### config.mk
export PLATFORM = sky130hd
export DESIGN_NAME = mus_score_event_parser
export DESIGN_NICKNAME = d
export VERILOG_FILES = /design/src/rtl/msep_pkg.sv /design/src/rtl/msep_parser.sv /design/src/rtl/msep_res_fifo.sv /design/src/rtl/mus_score_event_parser.sv
export SDC_FILE = /design/constraint.sdc
export NUM_CORES = 1
export LEC_CHECK = 0
export BUFFER_PORTS_ARGS = -buffer_cell sky130_fd_sc_hd__buf_2
export CORE_MARGIN = 1.5
export CORE_UTILIZATION = 35
export CTS_BUF_LIST = sky130_fd_sc_hd__clkbuf_8
export DETAILED_ROUTE_END_ITERATION = 6
export GPL_TIMING_DRIVEN = 0
export PLACE_DENSITY_LB_ADDON = 0.05
export SYNTH_ARGS = -nofsm -noshare
export SYNTH_HDL_FRONTEND = slang
export SYNTH_SLANG_ARGS = --single-unit
### constraint.sdc
create_clock -name clk -period 6.6 [get_ports clk]
set_clock_uncertainty 0.15 [all_clocks]
set_input_delay 0.66 -clock clk [delete_from_list [all_inputs] [get_ports clk]]
set_output_delay 0.66 -clock clk [all_outputs]
set_load 0.01 [all_outputs]
### src/rtl/msep_pkg.sv
`default_nettype none

package msep_pkg;

  // result kinds
  localparam logic [2:0] KIND_NOTE_OFF  = 3'd0;
  localparam logic [2:0] KIND_NOTE_ON   = 3'd1;
  localparam logic [2:0] KIND_BEND      = 3'd2;
  localparam logic [2:0] KIND_WAIT      = 3'd3;
  localparam logic [2:0] KIND_SCORE_END = 3'd4;
  localparam logic [2:0] KIND_STOPPED   = 3'd5;

  // descriptor event types
  localparam logic [2:0] EV_RELEASE = 3'd0;
  localparam logic [2:0] EV_PRESS   = 3'd1;
  localparam logic [2:0] EV_BEND    = 3'd2;
  localparam logic [2:0] EV_CTRL    = 3'd4;
  localparam logic [2:0] EV_MEASURE = 3'd5;
  localparam logic [2:0] EV_FINISH  = 3'd6;

  localparam logic [6:0] CTRL_VOLUME = 7'd3;
  localparam logic [6:0] TABLE_INIT  = 7'd100;
  localparam logic [3:0] PERC_CHAN   = 4'd15;

  // result queue
  localparam int RES_DEPTH = 4;
  localparam int RES_PTR_W = 2;
  localparam int RES_CNT_W = 3;

  // decoded byte: up to one event plus an optional stopped marker, and table updates
  typedef struct packed {
    logic        ev_valid;
    logic [2:0]  ev_kind;
    logic [3:0]  ev_chan;
    logic [6:0]  ev_note;
    logic        vel_explicit;
    logic [6:0]  ev_vel;
    logic        use_tables;
    logic [7:0]  ev_bend;
    logic [31:0] ev_delay;
    logic        ev_looped;
    logic        stop_valid;
    logic        vel_we;
    logic        vol_we;
    logic [6:0]  wr_data;
    logic        clear_tables;
  } msep_op_t;

  typedef struct packed {
    logic [2:0]  kind;
    logic [3:0]  channel;
    logic [6:0]  note;
    logic [6:0]  velocity;
    logic [6:0]  level;
    logic [7:0]  bend;
    logic [31:0] delay;
    logic        perc;
    logic        looped;
    logic        last;
  } msep_res_t;

endpackage

`default_nettype wire

### src/rtl/msep_parser.sv
`default_nettype none

module msep_parser
  import msep_pkg::*;
(
  input  wire logic       clk,
  input  wire logic       rst,
  input  wire logic       acc,
  input  wire logic [7:0] score_byte,
  input  wire logic       start_of_score,
  input  wire logic       final_byte,
  input  wire logic       loop_enable,
  output msep_op_t        op,
  output logic [3:0]      rd_chan
);

  typedef enum logic [7:0] {
    PH_DESC        = 8'b0000_0001,
    PH_OFF_NOTE    = 8'b0000_0010,
    PH_ON_NOTE     = 8'b0000_0100,
    PH_ON_VOL      = 8'b0000_1000,
    PH_ONE_OPERAND = 8'b0001_0000,
    PH_CTRL_NUM    = 8'b0010_0000,
    PH_CTRL_VAL    = 8'b0100_0000,
    PH_DELAY       = 8'b1000_0000
  } msep_phase_t;

  msep_phase_t phase, phase_next;
  logic [2:0]  code, code_next;
  logic [3:0]  chan, chan_next;
  logic        glast, glast_next;
  logic [6:0]  held, held_next;
  logic [31:0] dsum, dsum_next;
  logic        halted, halted_next;

  assign rd_chan = chan;

  always_comb begin
    logic ended;
    ended       = 1'b0;
    op          = '0;
    phase_next  = phase;
    code_next   = code;
    chan_next   = chan;
    glast_next  = glast;
    held_next   = held;
    dsum_next   = dsum;
    halted_next = halted;

    if (start_of_score) begin
      phase_next  = PH_DESC;
      code_next   = '0;
      chan_next   = '0;
      glast_next  = 1'b0;
      held_next   = '0;
      dsum_next   = '0;
      halted_next = 1'b0;
    end

    if (!halted_next) begin
      op.ev_chan = chan_next;
      case (phase_next)
        PH_DESC: begin
          glast_next = score_byte[7];
          code_next  = score_byte[6:4];
          chan_next  = score_byte[3:0];
          op.ev_chan = score_byte[3:0];
          dsum_next  = '0;
          case (score_byte[6:4])
            EV_RELEASE: phase_next = PH_OFF_NOTE;
            EV_PRESS:   phase_next = PH_ON_NOTE;
            EV_CTRL:    phase_next = PH_CTRL_NUM;
            EV_MEASURE: phase_next = score_byte[7] ? PH_DELAY : PH_DESC;
            EV_FINISH: begin
              op.ev_valid  = 1'b1;
              op.ev_kind   = KIND_SCORE_END;
              op.ev_looped = loop_enable;
              ended        = 1'b1;
              if (loop_enable) begin
                op.clear_tables = 1'b1;
              end else begin
                halted_next = 1'b1;
              end
              phase_next = PH_DESC;
            end
            default:    phase_next = PH_ONE_OPERAND;
          endcase
        end
        PH_OFF_NOTE: begin
          op.ev_valid = 1'b1;
          op.ev_kind  = KIND_NOTE_OFF;
          op.ev_note  = score_byte[6:0];
          dsum_next   = '0;
          phase_next  = glast ? PH_DELAY : PH_DESC;
        end
        PH_ON_NOTE: begin
          held_next = score_byte[6:0];
          if (score_byte[7]) begin
            phase_next = PH_ON_VOL;
          end else begin
            op.ev_valid   = 1'b1;
            op.ev_kind    = KIND_NOTE_ON;
            op.ev_note    = score_byte[6:0];
            op.use_tables = 1'b1;
            dsum_next     = '0;
            phase_next    = glast ? PH_DELAY : PH_DESC;
          end
        end
        PH_ON_VOL: begin
          op.vel_we       = 1'b1;
          op.wr_data      = score_byte[6:0];
          op.ev_valid     = 1'b1;
          op.ev_kind      = KIND_NOTE_ON;
          op.ev_note      = held;
          op.vel_explicit = 1'b1;
          op.ev_vel       = score_byte[6:0];
          op.use_tables   = 1'b1;
          dsum_next       = '0;
          phase_next      = glast ? PH_DELAY : PH_DESC;
        end
        PH_ONE_OPERAND: begin
          if (code == EV_BEND) begin
            op.ev_valid = 1'b1;
            op.ev_kind  = KIND_BEND;
            op.ev_bend  = score_byte;
          end
          dsum_next  = '0;
          phase_next = glast ? PH_DELAY : PH_DESC;
        end
        PH_CTRL_NUM: begin
          held_next  = score_byte[6:0];
          phase_next = PH_CTRL_VAL;
        end
        PH_CTRL_VAL: begin
          op.vol_we  = (held == CTRL_VOLUME);
          op.wr_data = score_byte[6:0];
          dsum_next  = '0;
          phase_next = glast ? PH_DELAY : PH_DESC;
        end
        PH_DELAY: begin
          // variable-length quantity, seven bits per byte
          dsum_next = {dsum[24:0], score_byte[6:0]};
          if (!score_byte[7]) begin
            op.ev_valid = 1'b1;
            op.ev_kind  = KIND_WAIT;
            op.ev_delay = {dsum[24:0], score_byte[6:0]};
            phase_next  = PH_DESC;
          end
        end
        default: phase_next = PH_DESC;
      endcase

      if (final_byte && !ended) begin
        op.stop_valid = 1'b1;
        halted_next   = 1'b1;
        phase_next    = PH_DESC;
      end
    end
  end

  always_ff @(posedge clk) begin
    if (rst) begin
      phase  <= PH_DESC;
      code   <= '0;
      chan   <= '0;
      glast  <= 1'b0;
      held   <= '0;
      dsum   <= '0;
      halted <= 1'b1;
    end else if (acc) begin
      phase  <= phase_next;
      code   <= code_next;
      chan   <= chan_next;
      glast  <= glast_next;
      held   <= held_next;
      dsum   <= dsum_next;
      halted <= halted_next;
    end
  end

endmodule

`default_nettype wire

### src/rtl/msep_res_fifo.sv
`default_nettype none

module msep_res_fifo
  import msep_pkg::*;
(
  input  wire logic                 clk,
  input  wire logic                 rst,
  input  wire logic [1:0]           push_n,
  input  wire msep_res_t            push_d0,
  input  wire msep_res_t            push_d1,
  input  wire logic                 pop,
  output msep_res_t                 head,
  output logic                      not_empty,
  output logic [RES_CNT_W-1:0]      count
);

  msep_res_t            mem [RES_DEPTH];
  logic [RES_PTR_W-1:0] wr_ptr;
  logic [RES_PTR_W-1:0] rd_ptr;

  assign head      = mem[rd_ptr];
  assign not_empty = (count != '0);

  always_ff @(posedge clk) begin
    if (push_n != 2'd0) begin
      mem[wr_ptr] <= push_d0;
    end
    if (push_n == 2'd2) begin
      mem[wr_ptr + RES_PTR_W'(1)] <= push_d1;
    end
  end

  always_ff @(posedge clk) begin
    if (rst) begin
      wr_ptr <= '0;
      rd_ptr <= '0;
      count  <= '0;
    end else begin
      wr_ptr <= wr_ptr + RES_PTR_W'(push_n);
      rd_ptr <= rd_ptr + RES_PTR_W'(pop);
      count  <= count + RES_CNT_W'(push_n) - RES_CNT_W'(pop);
    end
  end

endmodule

`default_nettype wire

### src/rtl/mus_score_event_parser.sv
`default_nettype none

// MUS score event parser. Score bytes enter on the slave stream one per beat and
// the block takes a new byte every cycle while its four-entry result queue has
// room; a byte's results pass through the resolve stage into the result queue. The per-channel
// volume and velocity tables sit in synchronous memories read once per byte at
// the channel of the current event, registered alongside the resolve stage. A byte
// that ends the data without ending the score gives its event, if any, and a
// stopped event, each in its own output beat. After reset the block ignores
// bytes until one arrives with tuser (start of score) set. The tables need no
// clearing pass: per-entry valid bits make a cleared entry read 100.
module mus_score_event_parser
  import msep_pkg::*;
#(
  parameter int CHANNEL_COUNT = 16
) (
  input  wire logic        clk,
  input  wire logic        rst,
  input  wire logic        cfg_we,
  input  wire logic        cfg_wdata,     // loop_enable
  input  wire logic        s_tvalid,
  output logic             s_tready,
  input  wire logic [7:0]  s_tdata,       // score_byte
  input  wire logic        s_tuser,       // start_of_score
  input  wire logic        s_tlast,       // final_byte
  output logic             m_tvalid,
  input  wire logic        m_tready,
  // channel[3:0], note[10:4], velocity[17:11], channel_level[24:18],
  // bend_value[32:25], delay_ticks[64:33], percussion[65], looped[66], zero[71:67]
  output logic [71:0]      m_tdata,
  output logic [2:0]       m_tuser,       // event_kind
  output logic             m_tlast        // last_result
);

  localparam int ADDR_W = (CHANNEL_COUNT > 1) ? $clog2(CHANNEL_COUNT) : 1;

  logic loop_enable;

  always_ff @(posedge clk) begin
    if (rst) begin
      loop_enable <= 1'b0;
    end else if (cfg_we) begin
      loop_enable <= cfg_wdata;
    end
  end

  logic     acc;
  msep_op_t op;
  logic [3:0] rd_chan;

  assign acc = s_tvalid && s_tready;

  msep_parser u_parser (
    .clk            (clk),
    .rst            (rst),
    .acc            (acc),
    .score_byte     (s_tdata),
    .start_of_score (s_tuser),
    .final_byte     (s_tlast),
    .loop_enable    (loop_enable),
    .op             (op),
    .rd_chan        (rd_chan)
  );

  // channel tables
  logic [6:0] vol_mem [CHANNEL_COUNT];
  logic [6:0] vel_mem [CHANNEL_COUNT];
  logic [CHANNEL_COUNT-1:0] vol_ok;
  logic [CHANNEL_COUNT-1:0] vel_ok;

  logic              in_range;
  logic [ADDR_W-1:0] addr;
  logic              clear_now;
  logic              vol_wr;
  logic              vel_wr;

  assign in_range  = ({1'b0, rd_chan} < 5'(CHANNEL_COUNT));
  assign addr      = rd_chan[ADDR_W-1:0];
  assign clear_now = acc && (s_tuser || op.clear_tables);
  assign vol_wr    = acc && op.vol_we && in_range;
  assign vel_wr    = acc && op.vel_we && in_range;

  always_ff @(posedge clk) begin
    if (vol_wr) begin
      vol_mem[addr] <= op.wr_data;
    end
    if (vel_wr) begin
      vel_mem[addr] <= op.wr_data;
    end
  end

  always_ff @(posedge clk) begin
    if (rst || clear_now) begin
      vol_ok <= '0;
      vel_ok <= '0;
    end else begin
      if (vol_wr) begin
        vol_ok[addr] <= 1'b1;
      end
      if (vel_wr) begin
        vel_ok[addr] <= 1'b1;
      end
    end
  end

  // registered table read, a start of score wipes the tables before this byte
  logic [6:0] rd_vol;
  logic [6:0] rd_vel;
  logic       rd_vol_hit;
  logic       rd_vel_hit;

  always_ff @(posedge clk) begin
    if (acc) begin
      rd_vol     <= vol_mem[addr];
      rd_vel     <= vel_mem[addr];
      rd_vol_hit <= in_range && vol_ok[addr] && !s_tuser;
      rd_vel_hit <= in_range && vel_ok[addr] && !s_tuser;
    end
  end

  // resolve stage
  logic     s1_valid;
  msep_op_t s1_op;

  always_ff @(posedge clk) begin
    if (rst) begin
      s1_valid <= 1'b0;
    end else begin
      s1_valid <= acc && (op.ev_valid || op.stop_valid);
    end
  end

  always_ff @(posedge clk) begin
    if (acc) begin
      s1_op <= op;
    end
  end

  logic [1:0] s1_n;
  msep_res_t  ev_res;
  msep_res_t  stop_res;
  msep_res_t  slot0;
  msep_res_t  slot1;

  assign s1_n = s1_valid ? ({1'b0, s1_op.ev_valid} + {1'b0, s1_op.stop_valid}) : 2'd0;

  always_comb begin
    ev_res          = '0;
    ev_res.kind     = s1_op.ev_kind;
    ev_res.channel  = s1_op.ev_chan;
    ev_res.note     = s1_op.ev_note;
    ev_res.bend     = s1_op.ev_bend;
    ev_res.delay    = s1_op.ev_delay;
    ev_res.perc     = (s1_op.ev_chan == PERC_CHAN);
    ev_res.looped   = s1_op.ev_looped;
    ev_res.last     = !s1_op.stop_valid;
    if (s1_op.use_tables) begin
      ev_res.level    = rd_vol_hit ? rd_vol : TABLE_INIT;
      ev_res.velocity = s1_op.vel_explicit ? s1_op.ev_vel
                                           : (rd_vel_hit ? rd_vel : TABLE_INIT);
    end

    stop_res      = '0;
    stop_res.kind = KIND_STOPPED;
    stop_res.last = 1'b1;

    slot0 = s1_op.ev_valid ? ev_res : stop_res;
    slot1 = stop_res;
  end

  msep_res_t             head;
  logic [RES_CNT_W-1:0]  fifo_count;
  logic                  pop;

  assign pop = m_tvalid && m_tready;

  msep_res_fifo u_res_fifo (
    .clk       (clk),
    .rst       (rst),
    .push_n    (s1_n),
    .push_d0   (slot0),
    .push_d1   (slot1),
    .pop       (pop),
    .head      (head),
    .not_empty (m_tvalid),
    .count     (fifo_count)
  );

  // room for whatever is in flight plus two more
  assign s_tready = ({1'b0, fifo_count} + 4'(s1_n)) <= 4'(RES_DEPTH - 2);

  assign m_tdata = {5'b0, head.looped, head.perc, head.delay, head.bend, head.level,
                    head.velocity, head.note, head.channel};
  assign m_tuser = head.kind;
  assign m_tlast = head.last;

`ifndef NO_ASSERTIONS
  a_queue_room: assert property (@(posedge clk) disable iff (rst)
    s1_valid |-> ({1'b0, fifo_count} + 4'(s1_n)) <= 4'(RES_DEPTH))
    else $error("result queue overflow");

  a_stop_last: assert property (@(posedge clk) disable iff (rst)
    (m_tvalid && m_tuser == KIND_STOPPED) |-> (m_tlast && m_tdata == '0))
    else $error("stopped event not clean");

  a_write_no_clear: assert property (@(posedge clk) disable iff (rst)
    (vol_wr || vel_wr) |-> !clear_now)
    else $error("table write during clear");
`endif

endmodule

`default_nettype wire
# --- Word level (Yosys, flattened, before mapping) ---
# Memories as Yosys holds them, arrays and structs flattened. A register that Yosys moved wholly into a read port is not among the register bits.
# Index checks and enable logic that the tools add are counted.
totals:
  out_inout_bits: 78
  mem_bits_rw: 508
  regBits: 165
  n_memories: 3
memory_table:
  columns: ["name", "words", "width", "rd", "rd_clocked_by_memory_dff", "write_ports", "line", "rtl"]
  rows:
  - ["u_res_fifo.mem", 4, 71, 1, 1, 2, "msep_res_fifo.sv:17", "msep_res_t mem [RES_DEPTH];"]
  - ["vel_mem", 16, 7, 1, 1, 1, "mus_score_event_parser.sv:67", "logic [6:0] vel_mem [CHANNEL_COUNT];"]
  - ["vol_mem", 16, 7, 1, 1, 1, "mus_score_event_parser.sv:66", "logic [6:0] vol_mem [CHANNEL_COUNT];"]
op_classes:
  bitwise_logic: 8
  reduce_logical: 27
  magnitude_cmp: 3
  n_eq_ne: 16
  n_addsub: 7
  n_mux: 79
ops:
  columns: ["operator", "n"]
  rows:
  - ["$mux W32", 5]
  - ["$pmux W32 S3", 1]
  - ["$mux W8", 10]
  - ["$pmux W8 S5", 2]
  - ["$mux W76", 1]
  - ["$mux W71", 1]
  - ["$mux W7", 8]
  - ["$mux W1", 32]
  - ["$or A16 B16 Y16", 2]
  - ["$mux W4", 7]
  - ["$pmux W4 S6", 1]
  - ["$pmux W7 S3", 1]
  - ["$mux W14", 1]
  - ["$logic_and A1 B1 Y1", 10]
  - ["$eq A3 B3 Y1 const B", 3]
  - ["$mux W3", 3]
  - ["$reduce_or A3 Y1", 3]
  - ["$bmux W1 S4", 2]
  - ["$eq A8 B1 Y1 const B", 1]
  - ["$eq A8 B2 Y1 const B", 1]
  - ["$eq A8 B3 Y1 const B", 1]
  - ["$eq A8 B4 Y1 const B", 1]
  - ["$eq A8 B5 Y1 const B", 1]
  - ["$eq A8 B6 Y1 const B", 1]
  - ["other kinds (29)", 41]

# --- Depth between registers and ports, before layout ---
depth:
  word_depth: 11
  depth_mapped: 13

# --- Cells and area by module ---
# From an unflattened synthesis, not the netlist that was laid out.
hier_totals:
  hier_cells: 1816
  area_unflattened_um2: 30420.4
modules_own_cells:
  columns: ["module", "cells_per_inst", "area_each_um2", "instances", "seq_area_each_um2"]
  rows:
  - ["msep_res_fifo", 728, 14323.7, 1, 8668.3]
  - ["mus_score_event_parser", 716, 13197.7, 1, 9869.5]
  - ["msep_parser", 372, 2899.0, 1, 980.9]

# --- Least setup slack after synthesis ---
# Ideal clock, no wire load.
synth_path:
  path_type: "reg2reg"
  startpoint: "register s1_op[75] in the netlist's numbering"
  endpoint: "register vel_ok[8]"
  slack_ns: -0.275
  path_buffers: 2
  period_less_slack_ns: 6.875
  setup_ns: 0.115
  arrival_time_ns: 6.610
  stages_incl_launch_ff: 12
  cell_sequence: "edfxtp_1 -> ha_1 -> clkbuf_1 -> and2_1 -> ha_1 -> fa_1 -> nand2_1 -> nand2_1 -> nor2_1 -> a21oi_2 -> buf_6 -> o21a_1"
synth_via:
  elab_chain_len: 7
  elab_cells_between_ends: 8
  cone_classes: "2 x add/sub; 1 x order compare; 1 x mux; 4 x reduce/logical"
synth_lines:
  columns: ["item", "line", "rtl"]
  rows:
  - ["start: declaration", "mus_score_event_parser.sv:123", "msep_op_t s1_op;"]
  - ["start signal: assignment", "mus_score_event_parser.sv:135", "s1_op <= op;"]
  - ["$add A1 B1 Y2 (*)", "mus_score_event_parser.sv:145", "assign s1_n = s1_valid ? ({1'b0, s1_op.ev_valid} + {1'b0, s1_op.stop_valid}) : 2'd0;"]
  - ["$mux W2 (*)", "mus_score_event_parser.sv:145", null]
  - ["$add A3 B2 Y4 (*)", "mus_score_event_parser.sv:190", "assign s_tready = ({1'b0, fifo_count} + 4'(s1_n)) <= 4'(RES_DEPTH - 2);"]
  - ["$le A4 B2 Y1 (*)", "mus_score_event_parser.sv:190", null]
  - ["$logic_and A1 B1 Y1 (*)", "mus_score_event_parser.sv:51", "assign acc = s_tvalid && s_tready;"]
  - ["named net acc", "mus_score_event_parser.sv:47", "logic acc;"]
  - ["$logic_and A1 B1 Y1", "mus_score_event_parser.sv:79", "assign clear_now = acc && (s_tuser || op.clear_tables);"]
  - ["$logic_or A1 B1 Y1", "mus_score_event_parser.sv:93", "if (rst || clear_now) begin"]
  - ["end signal: assignment", "mus_score_event_parser.sv:95", "vel_ok <= '0;"]
  - ["end signal: indexed assignment", "mus_score_event_parser.sv:101", "vel_ok[addr] <= 1'b1;"]
  - ["end: declaration", "mus_score_event_parser.sv:69", "logic [CHANNEL_COUNT-1:0] vel_ok;"]
# The timed path passes the listed nets; every way through them passes the cells marked *.
# A chain may end at the register's enable or synchronous reset.

# --- Worst setup path in the final report ---
layout_path:
  startpoint: "register s1_op[75] in the netlist's numbering"
  endpoint: "memory vol_mem[4][1] (enable)"
layout_via:
  elab_chain_len: 8
layout_lines:
  columns: ["item", "line", "rtl"]
  rows:
  - ["$add A1 B1 Y2", "mus_score_event_parser.sv:145", null]
  - ["$mux W2", "mus_score_event_parser.sv:145", null]
  - ["$add A3 B2 Y4", "mus_score_event_parser.sv:190", null]
  - ["$le A4 B2 Y1", "mus_score_event_parser.sv:190", null]
  - ["$logic_and A1 B1 Y1", "mus_score_event_parser.sv:51", null]
  - ["$logic_and A1 B1 Y1", "mus_score_event_parser.sv:80", "assign vol_wr = acc && op.vol_we && in_range;"]
  - ["$mux W1", "mus_score_event_parser.sv:84", "if (vol_wr) begin"]
  - ["$mux W1 (implied by the code)", "mus_score_event_parser.sv:85", "vol_mem[addr] <= op.wr_data;"]
  - ["end: declaration", "mus_score_event_parser.sv:66", null]
# No other way between the ends.

==> out/summary.txt <==
Num CTS Buffers -> 120
Hold WS -> 0.0828 ns
Int Pwr -> 7.28 mW
via count -> 20,200
antenna violations before repair -> 4
Crit Path Category -> register to register
RSZ-0062 raised after global routing -> no
Avg Inst Size Synth -> 11.8 um^2
Total Routing Usage GR -> 0.227
Reg power frac -> 0.471
Synth top area share -> 0.331
routed len/inst -> 24.8 um
antenna viol nets, final -> 0
Synth area leader -> edfxtp_1
CTS root buffer -> clkbuf_8
CP max FO -> 10
final setup vio count -> 0
Max Fclk -> 186 MHz
cell area after layout -> 32,300 um^2
status -> complete, but fails checks
GP Congestion -> 0.829
Sw Pwr -> 3.10 mW
IO Pins -> 94
Hold Crit Depth -> 3
Initial DRT Pass Iterations -> 6
Seq cells post-synth -> 680
dominant cells by area after synthesis -> edfxtp_1 (33%), dfxtp_1 (27%), mux4_2 (12%)
Rows -> 103
ratio of cells with drive above 1 in the final layout -> 0.188
first-pass GRT wire length -> 136,000 um
DRC Markers -> 0
Detailed Place HPWL -> 64,700 um
# Post-CTS Setup Buffers -> 0
Cell Area, Placed -> 29,900 um^2
Required @ worst endpoint -> 6.78 ns
worst r2r src -> s1_op[75]
Routed WL -> 92,900 um
relative slew slack -> 0.0112
die height -> 285 um
Post-CTS Resized -> 0
Post-synth top cells -> dfxtp_1 (374), nand2_1 (355), edfxtp_1 (306)
Vias/cell -> 5.39
Reg clk slew, reported paths -> 0.06 ns
Pwr per Cell Area -> 322 nW/um^2
register area share after synthesis -> 0.601
min cycle time layout -> 5.38 ns
die outline width -> 285 um
CP startpoint kind -> register
FF-to-FF setup slack -> 1.22 ns
area of the die -> 81,000 um^2
Logic pwr share -> 0.165
R2R cell count -> 11
final core occ -> 0.410
Synth Instances -> 2,349
FF-to-FF End -> vol_mem[4][1]
largest net degree at the start of global routing -> 33
Lkg Pwr -> 10.7 nW
Worst Setup End Kind -> register
yosys warns -> 0
total core area -> 78,700 um^2
peak supply drop -> 0.159 mV
final global-route overflow total -> 0
Switching Fraction -> 0.298
Clock Sinks -> 680
worst hold start -> s_tdata[3]
max-capacitance violation count -> 1
CTS tree -> done
clock share of power -> 0.364
worst skew pair latency -> 0.76 ns
failing checks -> max-capacitance violations
worst hold endpoint -> u_parser.held[3]
layout overhead on the synthesized area -> 16.2%
Yosys cell types -> 76
clock tree buffer depth -> 3
I/O Buffers -> 84
initial core utilization -> 0.353
Top FF cell, synth -> dfxtp_1
Critical Path AT -> 5.55 ns
Mapped Area -> 27,800 um^2
Post-synth EDFFs -> 306
Max Slew Vio Count -> 0
vias in the first global route -> 20,000
Iteration-0 DRC Markers -> 1,656
Hold Vio Cnt, Final -> 0
Net count, final -> 2,610
most common cell in the synthesized netlist -> dfxtp_1
H-Tree Depth -> 3
fin crit share -> 0.814
Post-synth ARST share -> 0
Slew @ Worst Pin -> 1.48 ns
HP Class -> input port to register
[timing repair]
action / 4_1_cts / 5_1_grt
endpoints found under the setup margin: 0 / 0
hold endpoints to repair: 1 / 0
hold buffers: 2 / 0
[stage by stage]
step	setup WS (ns)	std cells	TNS, ns	total power [mW]
2_1_floorplan	1.34	2353	0	5.95
3_3_place_gp	-0.948	3487	-43.66	6.65
3_5_place_dp	1.15	3510	0	6.71
4_1_cts	1.10	3739	0	10.5
5_1_grt	0.812	3740	0	10.8
6_report	1.22	3740	0	10.4
[cells in the final DEF, fill, tap and decap left out, drive strengths merged, types with 13 or more instances in the layout]
master and instances:
dfxtp 374, nand2 355, edfxtp 306, a21oi 300
clkbuf 273, nand3 228, buf 159, mux4 151
nor2 130, inv 72, clkinv 40, and3 30
o21a 27, nor3 23, a22o 22, nor4 22
o21ai 13
[how the worst max path moves through the flow]
stage / endpoint / cells past startpoint / startpoint
floorplan: u_parser.dsum[19] / 11 / s1_op[75]
finish: vol_mem[4][1] / 11 / s1_op[75]
CTS: vol_mem[5][3] / 11 / s1_op[75]
detailed placement: vol_mem[5][5] / 11 / s1_op[75]
global placement: vol_ok[1] / 11 / s1_op[75]
global route: vol_mem[4][1] / 11 / s1_op[75]
[state kept, by name, summed over array words and instances (netlist names), 8 cells and up]
signal / count
u_parser.dsum: 25
s1_op: 11
u_res_fifo.mem: 284
vel_mem: 112
vel_ok: 16
u_parser.phase: 8
ev_res: 55
vol_mem: 112
vol_ok: 16
[power by group through the flow]
stage,logic [mW],registers (mW),clock network (mW)
final,1.71,4.89,3.78
after global routing,1.84,4.92,4.07
after CTS,1.73,4.89,3.88
after detailed placement,1.73,4.98,0
after global placement,1.68,4.98,0
after floorplan,1.06,4.90,0
[area by class of cell]
type	instances	area, um^2
diodes	1	2.50
inverters	18	67.6
repair buffers	109	712
fillers	7633	46500
clock buffers	129	1780
clock inverters	98	533
flip-flops and latches	680	16700
multi-input cells	1459	10300
well taps	1050	1310
plain buffers	196	833
[logic make-up after synthesis]
| family | after synthesis | share of synthesized area |
|---|---|---|
| buffers and inverters | 214 | 0.0324 |
| AO/OA/AOI/OAI | 423 | 0.0899 |
| adder cells (fa/ha/maj) | 10 | 0.00505 |
| AND/OR/NAND/NOR | 854 | 0.144 |
| other | 1 | 0.000135 |
| flip-flops | 680 | 0.601 |
| multiplexers | 158 | 0.125 |
| XOR/XNOR | 9 | 0.00284 |
[worst max-delay path, cell delays in order (launching register included)]
cell and delay, ns:
edfxtp_1 0.42, ha_1 0.29, clkbuf_1 0.53, and2_1 0.31, ha_1 0.22, fa_1 0.45
nand2_1 0.09, nand2_1 0.12, nor3_1 0.73, clkbuf_1 0.47, nand3_1 0.40, nor2_1 0.76
[layer usage]
| metal | vias to the layer above | global-route usage | part of all wire |
|---|---|---|---|
| met5 | - | 0 | 0.00014 |
| met4 | 2 | 0.0503 | 0.017 |
| met3 | 133 | 0.0420 | 0.058 |
| met2 | 630 | 0.358 | 0.47 |
| met1 | 10200 | 0.323 | 0.46 |
| li1 | 9163 | - | - |
No activity file was read; power rests on OpenSTA's default activity.
